==> src/sv/mhpq_pkg.sv <==
// mhpq_pkg: shared types and constants for the min-heap priority queue.
// No dependencies. Used by mhpq_ctrl, mhpq_dp, the top level and the checker.
package mhpq_pkg;

    localparam int DATA_W = 32;
    localparam int DEPTH  = 64;
    localparam int ADDR_W = $clog2(DEPTH);
    localparam int CNT_W  = $clog2(DEPTH + 1);

    typedef enum logic [0:0] {
        KIND_PUSH = 1'b0,
        KIND_POP  = 1'b1
    } kind_e;

    typedef enum logic [1:0] {
        ST_OK    = 2'd0,
        ST_FULL  = 2'd1,
        ST_EMPTY = 2'd2
    } status_e;

    typedef struct packed {
        kind_e                     kind;
        logic signed [DATA_W-1:0]  value;
    } item_t;

    typedef struct packed {
        logic signed [DATA_W-1:0]  top_value;
        logic                      top_valid;
        logic [CNT_W-1:0]          entry_count;
        status_e                   status;
    } result_t;

    // controller -> datapath
    typedef struct packed {
        logic ld_push;    // capture value, hole at tail, count up
        logic ld_pop;     // count down, read last entry
        logic take_last;  // capture last entry as the moving value
        logic rd_up;      // read parent of hole
        logic rd_down;    // read both children of hole
        logic place;      // write moving value into hole
        logic move_up;    // parent moves into hole, hole goes up
        logic move_down;  // smaller child moves into hole, hole goes down
    } cmd_t;

    // datapath -> controller
    typedef struct packed {
        logic full;
        logic empty;
        logic at_root;
        logic up_lt;
        logic has_kid;
        logic down_lt;
    } sts_t;

endpackage

==> src/sv/mhpq_ctrl.sv <==
// mhpq_ctrl: sequencing state machine for push/sift-up and pop/sift-down.
// Depends on mhpq_pkg (cmd_t, sts_t, kind_e, status_e).
module mhpq_ctrl (
    input  logic           clk,
    input  logic           rst_n,
    input  logic           in_valid,
    input  mhpq_pkg::kind_e in_kind,
    output logic           in_ready,
    input  mhpq_pkg::sts_t sts,
    input  logic           out_free,
    output mhpq_pkg::cmd_t cmd,
    output logic           finish,
    output mhpq_pkg::status_e status
);
    import mhpq_pkg::*;

    typedef enum logic [2:0] {
        S_IDLE,
        S_UP_CHK,
        S_UP_CMP,
        S_POP_LOAD,
        S_DN_CHK,
        S_DN_CMP,
        S_FIN
    } state_t;

    state_t  state_reg;
    state_t  state_next;
    status_e status_reg;
    status_e status_next;

    assign in_ready = (state_reg == S_IDLE);
    assign status   = status_reg;

    always_comb
    begin
        state_next  = state_reg;
        status_next = status_reg;
        cmd         = '0;
        finish      = 1'b0;
        unique case (state_reg)
            S_IDLE:
            begin
                if (in_valid)
                begin
                    status_next = ST_OK;
                    if (in_kind == KIND_PUSH)
                    begin
                        if (sts.full)
                        begin
                            status_next = ST_FULL;
                            state_next  = S_FIN;
                        end
                        else
                        begin
                            cmd.ld_push = 1'b1;
                            state_next  = S_UP_CHK;
                        end
                    end
                    else
                    begin
                        if (sts.empty)
                        begin
                            status_next = ST_EMPTY;
                            state_next  = S_FIN;
                        end
                        else
                        begin
                            cmd.ld_pop = 1'b1;
                            state_next = S_POP_LOAD;
                        end
                    end
                end
            end
            S_UP_CHK:
            begin
                if (sts.at_root)
                begin
                    cmd.place  = 1'b1;
                    state_next = S_FIN;
                end
                else
                begin
                    cmd.rd_up  = 1'b1;
                    state_next = S_UP_CMP;
                end
            end
            S_UP_CMP:
            begin
                if (sts.up_lt)
                begin
                    cmd.move_up = 1'b1;
                    state_next  = S_UP_CHK;
                end
                else
                begin
                    cmd.place  = 1'b1;
                    state_next = S_FIN;
                end
            end
            S_POP_LOAD:
            begin
                cmd.take_last = 1'b1;
                state_next    = S_DN_CHK;
            end
            S_DN_CHK:
            begin
                if (sts.has_kid)
                begin
                    cmd.rd_down = 1'b1;
                    state_next  = S_DN_CMP;
                end
                else
                begin
                    cmd.place  = 1'b1;
                    state_next = S_FIN;
                end
            end
            S_DN_CMP:
            begin
                if (sts.down_lt)
                begin
                    cmd.move_down = 1'b1;
                    state_next    = S_DN_CHK;
                end
                else
                begin
                    cmd.place  = 1'b1;
                    state_next = S_FIN;
                end
            end
            S_FIN:
            begin
                if (out_free)
                begin
                    finish     = 1'b1;
                    state_next = S_IDLE;
                end
            end
            default:
            begin
                state_next = S_IDLE;
            end
        endcase
    end

    always_ff @(posedge clk or negedge rst_n)
    begin
        if (!rst_n)
        begin
            state_reg  <= S_IDLE;
            status_reg <= ST_OK;
        end
        else
        begin
            state_reg  <= state_next;
            status_reg <= status_next;
        end
    end

endmodule

==> src/sv/mhpq_dp.sv <==
// mhpq_dp: heap memory, hole position, moving value, entry count and compares.
// Depends on mhpq_pkg (cmd_t, sts_t, constants).
module mhpq_dp (
    input  logic                               clk,
    input  logic                               rst_n,
    input  mhpq_pkg::cmd_t                     cmd,
    input  logic signed [mhpq_pkg::DATA_W-1:0] in_value,
    output mhpq_pkg::sts_t                     sts,
    output logic signed [mhpq_pkg::DATA_W-1:0] top_value,
    output logic [mhpq_pkg::CNT_W-1:0]         count
);
    import mhpq_pkg::*;

    logic signed [DATA_W-1:0] heap_mem [DEPTH];

    logic [CNT_W-1:0]         count_reg;
    logic [CNT_W-1:0]         count_next;
    logic [ADDR_W-1:0]        pos_reg;
    logic [ADDR_W-1:0]        pos_next;
    logic signed [DATA_W-1:0] cur_reg;
    logic signed [DATA_W-1:0] top_reg;
    logic signed [DATA_W-1:0] rd_a_reg;
    logic signed [DATA_W-1:0] rd_b_reg;

    logic [ADDR_W-1:0]        pos_m1;
    logic [ADDR_W-1:0]        parent;
    logic [CNT_W:0]           kid_l;
    logic [CNT_W:0]           kid_r;
    logic [CNT_W-1:0]         cnt_m1;
    logic                     right_ok;
    logic                     pick_right;
    logic signed [DATA_W-1:0] child_val;
    logic [ADDR_W-1:0]        child_addr;
    logic [ADDR_W-1:0]        rd_addr_a;
    logic [ADDR_W-1:0]        rd_addr_b;
    logic                     wr_en;
    logic signed [DATA_W-1:0] wr_data;

    // heap index arithmetic: parent = (pos-1)/2, children = 2*pos+1, 2*pos+2
    assign pos_m1   = pos_reg - ADDR_W'(1);
    assign parent   = {1'b0, pos_m1[ADDR_W-1:1]};
    assign kid_l    = (CNT_W + 1)'({pos_reg, 1'b1});
    assign kid_r    = kid_l + (CNT_W + 1)'(1);
    assign cnt_m1   = count_reg - CNT_W'(1);
    assign right_ok = (kid_r < {1'b0, count_reg});

    // left child wins ties
    assign pick_right = right_ok && (rd_b_reg < rd_a_reg);
    assign child_val  = pick_right ? rd_b_reg : rd_a_reg;
    assign child_addr = pick_right ? kid_r[ADDR_W-1:0] : kid_l[ADDR_W-1:0];

    assign sts.full    = (count_reg == CNT_W'(DEPTH));
    assign sts.empty   = (count_reg == '0);
    assign sts.at_root = (pos_reg == '0);
    assign sts.up_lt   = (cur_reg < rd_a_reg);
    assign sts.has_kid = (kid_l < {1'b0, count_reg});
    assign sts.down_lt = (child_val < cur_reg);

    always_comb
    begin
        priority if (cmd.rd_down)
            rd_addr_a = kid_l[ADDR_W-1:0];
        else if (cmd.ld_pop)
            rd_addr_a = cnt_m1[ADDR_W-1:0];
        else
            rd_addr_a = parent;
    end
    assign rd_addr_b = kid_r[ADDR_W-1:0];

    assign wr_en = cmd.place | cmd.move_up | cmd.move_down;

    always_comb
    begin
        priority if (cmd.move_up)
            wr_data = rd_a_reg;
        else if (cmd.move_down)
            wr_data = child_val;
        else
            wr_data = cur_reg;
    end

    always_comb
    begin
        pos_next = pos_reg;
        priority if (cmd.ld_push)
            pos_next = count_reg[ADDR_W-1:0];
        else if (cmd.ld_pop)
            pos_next = '0;
        else if (cmd.move_up)
            pos_next = parent;
        else if (cmd.move_down)
            pos_next = child_addr;
    end

    always_comb
    begin
        count_next = count_reg;
        priority if (cmd.ld_push)
            count_next = count_reg + CNT_W'(1);
        else if (cmd.ld_pop)
            count_next = cnt_m1;
    end

    always_ff @(posedge clk or negedge rst_n)
    begin
        if (!rst_n)
            count_reg <= '0;
        else
            count_reg <= count_next;
    end

    always_ff @(posedge clk)
    begin
        pos_reg <= pos_next;
        if (cmd.ld_push)
            cur_reg <= in_value;
        else if (cmd.take_last)
            cur_reg <= rd_a_reg;
        // shadow copy of slot 0 so the minimum needs no extra read
        if (wr_en && (pos_reg == '0))
            top_reg <= wr_data;
    end

    always_ff @(posedge clk)
    begin
        if (wr_en)
            heap_mem[pos_reg] <= wr_data;
        rd_a_reg <= heap_mem[rd_addr_a];
        rd_b_reg <= heap_mem[rd_addr_b];
    end

    assign top_value = top_reg;
    assign count     = count_reg;

endmodule

==> src/sv/min_heap_priority_queue.sv <==
// min_heap_priority_queue: top level, binary min-heap with 64 signed 32-bit entries.
// Depends on mhpq_pkg, mhpq_ctrl and mhpq_dp.
//
//   channel | signals                       | payload type       | direction
//   --------+-------------------------------+--------------------+----------
//   input   | in_valid, in_ready, in_item   | mhpq_pkg::item_t   | in
//   output  | out_valid, out_ready, out_item| mhpq_pkg::result_t | out
//
// One item is worked at a time; in_ready is high only while the sequencer idles.
// A push climbs while the moving value is below its parent; a pop descends while the
// smaller child is below the moving value. Each heap level takes a read state and a
// compare state because the heap memory read is registered. A dropped push or an
// empty pop goes straight to the final state.
// Reset is asynchronous, active low: the heap comes up empty, memory is not cleared.
// A result sits in the output register while the next transaction is accepted; the
// sequencer holds in its final state, in_ready low, until that result is taken.
module min_heap_priority_queue (
    input  logic              clk,
    input  logic              rst_n,
    input  logic              in_valid,
    output logic              in_ready,
    input  mhpq_pkg::item_t   in_item,
    output logic              out_valid,
    input  logic              out_ready,
    output mhpq_pkg::result_t out_item
);
    import mhpq_pkg::*;

    cmd_t                     cmd;
    sts_t                     sts;
    logic                     finish;
    status_e                  status;
    logic                     out_free;
    logic signed [DATA_W-1:0] heap_top;
    logic [CNT_W-1:0]         heap_count;

    logic                     out_valid_reg;
    result_t                  out_item_reg;
    result_t                  result;

    // the output slot frees up in the same cycle the consumer takes it
    assign out_free = !out_valid_reg || out_ready;

    mhpq_ctrl u_ctrl (
        .clk      (clk),
        .rst_n    (rst_n),
        .in_valid (in_valid),
        .in_kind  (in_item.kind),
        .in_ready (in_ready),
        .sts      (sts),
        .out_free (out_free),
        .cmd      (cmd),
        .finish   (finish),
        .status   (status)
    );

    mhpq_dp u_dp (
        .clk       (clk),
        .rst_n     (rst_n),
        .cmd       (cmd),
        .in_value  (in_item.value),
        .sts       (sts),
        .top_value (heap_top),
        .count     (heap_count)
    );

    // heap state as it stands once the sift is done; empty heap shows zero
    always_comb
    begin
        result.top_valid   = (heap_count != '0);
        result.top_value   = result.top_valid ? heap_top : '0;
        result.entry_count = heap_count;
        result.status      = status;
    end

    always_ff @(posedge clk or negedge rst_n)
    begin
        if (!rst_n)
            out_valid_reg <= 1'b0;
        else if (finish)
            out_valid_reg <= 1'b1;
        else if (out_ready)
            out_valid_reg <= 1'b0;
    end

    always_ff @(posedge clk)
    begin
        if (finish)
            out_item_reg <= result;
    end

    assign out_valid = out_valid_reg;
    assign out_item  = out_item_reg;

endmodule

==> config.mk <==
export PLATFORM = sky130hd
export DESIGN_NAME = min_heap_priority_queue
export DESIGN_NICKNAME = d
export VERILOG_FILES = /design/src/sv/mhpq_pkg.sv /design/src/sv/mhpq_ctrl.sv /design/src/sv/mhpq_dp.sv /design/src/sv/min_heap_priority_queue.sv
export SDC_FILE = /design/constraint.sdc
export NUM_CORES = 2
export LEC_CHECK = 0
export ABC_CLOCK_PERIOD_IN_PS = 10210
export BUFFER_PORTS_ARGS = -buffer_cell sky130_fd_sc_hd__clkbuf_2
export CELL_PAD_IN_SITES_DETAIL_PLACEMENT = 1
export CELL_PAD_IN_SITES_GLOBAL_PLACEMENT = 2
export CORE_ASPECT_RATIO = 0.5
export CORE_MARGIN = 1.5
export CORE_UTILIZATION = 35
export CTS_CLUSTER_DIAMETER = 60
export DETAILED_ROUTE_END_ITERATION = 6
export PLACE_DENSITY = 0.67
export SYNTH_ARGS = -nofsm -noshare
export SYNTH_HDL_FRONTEND = slang
export SYNTH_SLANG_ARGS = --single-unit
==> constraint.sdc <==
create_clock -name clk -period 10.21 [get_ports clk]
set_clock_uncertainty 0.05 [all_clocks]
set_input_delay 1.021 -clock clk [delete_from_list [all_inputs] [get_ports clk]]
set_output_delay 1.021 -clock clk [all_outputs]
set_load 0.03 [all_outputs]
==> impl_metrics.tcl <==
set metrics [dict create \
    crit_path_start_kind "flop" \
    start_util 0.353 \
    final_util 0.397 \
    htreeDepth 4 \
    met2_usage 0.435 \
    crit-reg2reg-launch "u_dp.rd_a_reg[31]$_DFF_P_" \
    yosys_warnings 0 \
    clockBufferDepth 4 \
    drc_errors 0 \
    slew_headroom 0.0163 \
    n_fill_cell 29300 \
    gp_congestion 0.859 \
    fp.dieW_um 760 \
    cts_sinks 2237 \
    track_usage 0.283 \
    grtUsageMet1 0.399 \
    async_flop_share 0.00581 \
    layout_min_cycle_time_ps 8780 \
    dp_hpwl_um 227000 \
    drv_cap 0 \
    cp_slowest_cell "buf_4" \
    worstMarginPinSlew_ps 1470 \
    coreArea_mm2 0.284 \
    grt_max_degree 198 \
    timing.fmax_mhz 114 \
    crit_chain "inv_1 -> ha_1 -> nand4_1 -> nor4_1 -> a21boi_0 -> or3b_2 -> o21ba_2 -> xnor2_1 -> nand2_2 -> buf_4 -> mux2_2 -> ha_1 -> a21o_1 -> a21o_1 -> a221o_1 -> a21oi_1 -> a211o_1 -> o311ai_0 -> o41ai_2 -> buf_4 -> mux2i_1 -> o22a_2 -> buf_4" \
    antenna_found_initial 44 \
    ys_types 70 \
    netlist_instances 7765 \
    cp_common_cell "buf_4" \
    cts_tree "built" \
    crit_buf_inv 4 \
    ant_nets 0 \
    num_io_pins 81 \
    end_kind "flop" \
    worstSetupPathType "flop to flop" \
    rrSetupSlack_ps 1430 \
    syn_area_per_cell_um2 12.9 \
    tns_ps 0 \
    routed_wl_um 424000 \
    grt_pass1_wl_um 579000 \
    cts_buffers 224 \
    initialDrtViolationCount 9951 \
    synth_top_family_by_area "simple AND/OR/NAND/NOR gates" \
    required_ps 10770 \
    seq_area_frac_synth 0.663 \
    largest_register_ffs 2048 \
    rows 138 \
    vias 72700 \
    cp_max_fo 53 \
    synth-edff-count 2160 \
    synth_xor_area_frac 0.00192 \
    first_global_vias 71300 \
    hold_depth 0 \
    netlist_area_mm2 0.100 \
    die_h_um 381 \
    synthSimpleGateAreaFrac 0.117 \
    cts_root_buf "clkbuf_16" \
    arrival_ps 9350 \
    grt_overflow_total 0 \
    slew_viol_final 0 \
    grt.busiest_layer "met2" \
    whs_endpoint "out_item[1]$_DFFE_PP_" \
    ys.flop_type "edfxtp_1" \
    clock_latency_ps 900 \
    hold_start "u_ctrl.status[1]$_DFFE_PN0P_" \
    synth_mux_area_frac 0.0673 \
    design.die.area_mm2 0.290 \
    syn2layout_area_growth_pct 12.3 \
    clkTransAtPathRegs_ps 70 \
    via_per_inst 6.26 \
    cts_resized 0 \
    synth-seq-cells 2237 \
    post_cts_buffers 0 \
    critPathMaxStageDelay_ps 700 \
    final-hold-violation-count 0 \
    synth-compound-area-share 0.108 \
    syn_nets 7912 \
    fin_nets 7818 \
    rsz0062_at_grt "false" \
    wl_per_cell_um 36.5 \
    status "completed" \
    first_pass_iters 5 \
    port_buffers 80 \
    min_period_over_period 0.860 \
    r2r-end "u_dp.heap_mem[53][0]$_DFFE_PP_" \
    hold_path.class "flop to flop" \
    crit_family "compound AO/OA/AOI/OAI gates" \
    gr-usage-met3 0.0594 \
    reg2regPathDepth 23 \
    drive_gt1_frac 0.138 \
    finalSetupViolations 0 \
    synth-adder-area-share 0.0137 \
]
cell usage in the layout, fill, tap and decap left out, types with 21 or more instances in the layout:
| master | instances |
|---|---|
| inv_1 | 76 |
| clkbuf_16 | 227 |
| buf_4 | 206 |
| a21o_1 | 23 |
| ha_1 | 109 |
| nand2_1 | 1754 |
| clkbuf_2 | 80 |
| nor2b_1 | 21 |
| o311ai_2 | 31 |
| edfxtp_1 | 2160 |
| clkinv_2 | 25 |
| a211oi_1 | 195 |
| nor4_1 | 67 |
| a311oi_1 | 192 |
| dfxtp_1 | 64 |
| mux2_2 | 76 |
| o41ai_1 | 64 |
| o22a_1 | 33 |
| o22ai_1 | 258 |
| clkbuf_1 | 61 |
| nor2_4 | 69 |
| mux4_2 | 256 |
| a21oi_1 | 40 |
| clkinv_1 | 53 |
| o21ai_0 | 383 |
| and2_1 | 213 |
| nor2_1 | 33 |
| a31oi_1 | 325 |
| buf_12 | 22 |
| o21ai_1 | 36 |
| nand3_1 | 475 |
metrics by stage:
step	hold slack (ps)	setup WS, ps	area [µm²]	cells
3_5_place_dp	396	1180	106000	11200
5_1_grt	428	985	113000	11600
6_report	405	1430	113000	11600
3_3_place_gp	398	1330	106000	11200
2_1_floorplan	373	-671	100000	7765
4_1_cts	394	1140	113000	11600
cell families (layout without fill, tap and decap cells):
kind of cell / Yosys count / count (layout)
adders and majority gates: 110 / 110
AOI/OAI and AO/OA: 1632 / 1632
DFF: 2237 / 2237
and+or+nand+nor: 2710 / 2710
muxes: 344 / 344
buffers and inverters: 710 / 783
xor gates and xnor gates: 22 / 22
other: 0 / 8
worst max path at each step:
stage / startpoint / endpoint / cells after the start / slack (ps)
after floorplan: u_dp.pos_reg[2]$_DFFE_PP_ / u_dp.heap_mem[0][2]$_DFFE_PP_ / 25 / -670
after global placement: u_dp.pos_reg[1]$_DFFE_PP_ / u_dp.heap_mem[34][29]$_DFFE_PP_ / 22 / 1330
after detailed placement: u_dp.rd_a_reg[31]$_DFF_P_ / u_dp.heap_mem[34][29]$_DFFE_PP_ / 22 / 1180
after CTS: u_dp.rd_a_reg[31]$_DFF_P_ / u_dp.heap_mem[52][29]$_DFFE_PP_ / 22 / 1140
after global routing: u_dp.rd_a_reg[31]$_DFF_P_ / u_dp.heap_mem[61][0]$_DFFE_PP_ / 23 / 980
final: u_dp.rd_a_reg[31]$_DFF_P_ / u_dp.heap_mem[53][0]$_DFFE_PP_ / 23 / 1430
synth_stat cells, types with 5 or more instances:
master     instances  share of area
a2111oi_0          5        0.00044
a211oi_1         198          0.015
a21o_1            23         0.0017
a21oi_1           43         0.0021
a311oi_1         192          0.017
a31oi_1          325          0.020
and2_1           214          0.013
and4_1             5        0.00044
buf_1             56         0.0021
buf_2            145         0.0072
buf_4              7        0.00052
clkbuf_1         417          0.016
dfrtp_1           13         0.0032
dfxtp_1           64          0.013
edfxtp_1        2160           0.65
ha_1             110          0.014
inv_1             78         0.0029
mux2_2            76         0.0085
mux2i_1            9        0.00090
mux4_2           256          0.058
nand2_1         1756          0.066
nand2b_1           8        0.00050
nand3_1          476          0.024
nand4_1           14        0.00087
nor2_1           101         0.0038
nor2b_1           22         0.0014
nor3_1            14        0.00070
nor3b_1            6        0.00045
nor4_1            76         0.0047
o211ai_1           6        0.00045
o21a_1             5        0.00037
o21ai_0          384          0.019
o21ai_1           38         0.0019
o22a_1            34         0.0030
o22ai_1          258          0.016
o311ai_0          33         0.0029
o41ai_1           65         0.0057
or3_1              5        0.00031
xnor2_1           17         0.0015
xor2_1             5        0.00044
final cells by class:
type / instances / area, µm² / area share
multi-input combinational: 4818 / 32000 / 0.284
antenna: 8 / 20.0 / 0.000178
clock buffer: 295 / 6010 / 0.0533
inverter: 81 / 314 / 0.00279
sequential: 2237 / 66500 / 0.590
tap: 3780 / 4730 / 0.0420
clock inverter: 98 / 711 / 0.00631
timing repair buffer: 309 / 2400 / 0.0213
worst register-to-register path, stage by stage, from the launching register on:
cell and delay, ps:
dfxtp_1 360, inv_1 100, ha_1 440, nand4_1 250
nor4_1 390, a21boi_0 440, or3b_2 240, o21ba_2 170
xnor2_1 570, nand2_2 650, buf_4 450, mux2_2 320
ha_1 300, a21o_1 190, a21o_1 200, a221o_1 290
a21oi_1 180, a211o_1 120, o311ai_0 280, o41ai_2 450
buf_4 700, mux2i_1 280, o22a_2 550, buf_4 480
per-layer routing:
layer,up-vias,share of wire
met5,-,0.00044
li1,29600,-
met2,3389,0.44
met4,28,0.039
met1,39000,0.42
met3,679,0.091
repair_timing:
| item | in CTS | in global routing |
|---|---|---|
| hold endpoints to repair | 13 | 0 |
| setup endpoints to repair | 0 | 0 |
| hold buffers | 1 | 0 |
Power is left out: the tool's default activity adds up to more than one toggle a clock period on the data nets, which glitch-free logic cannot reach.
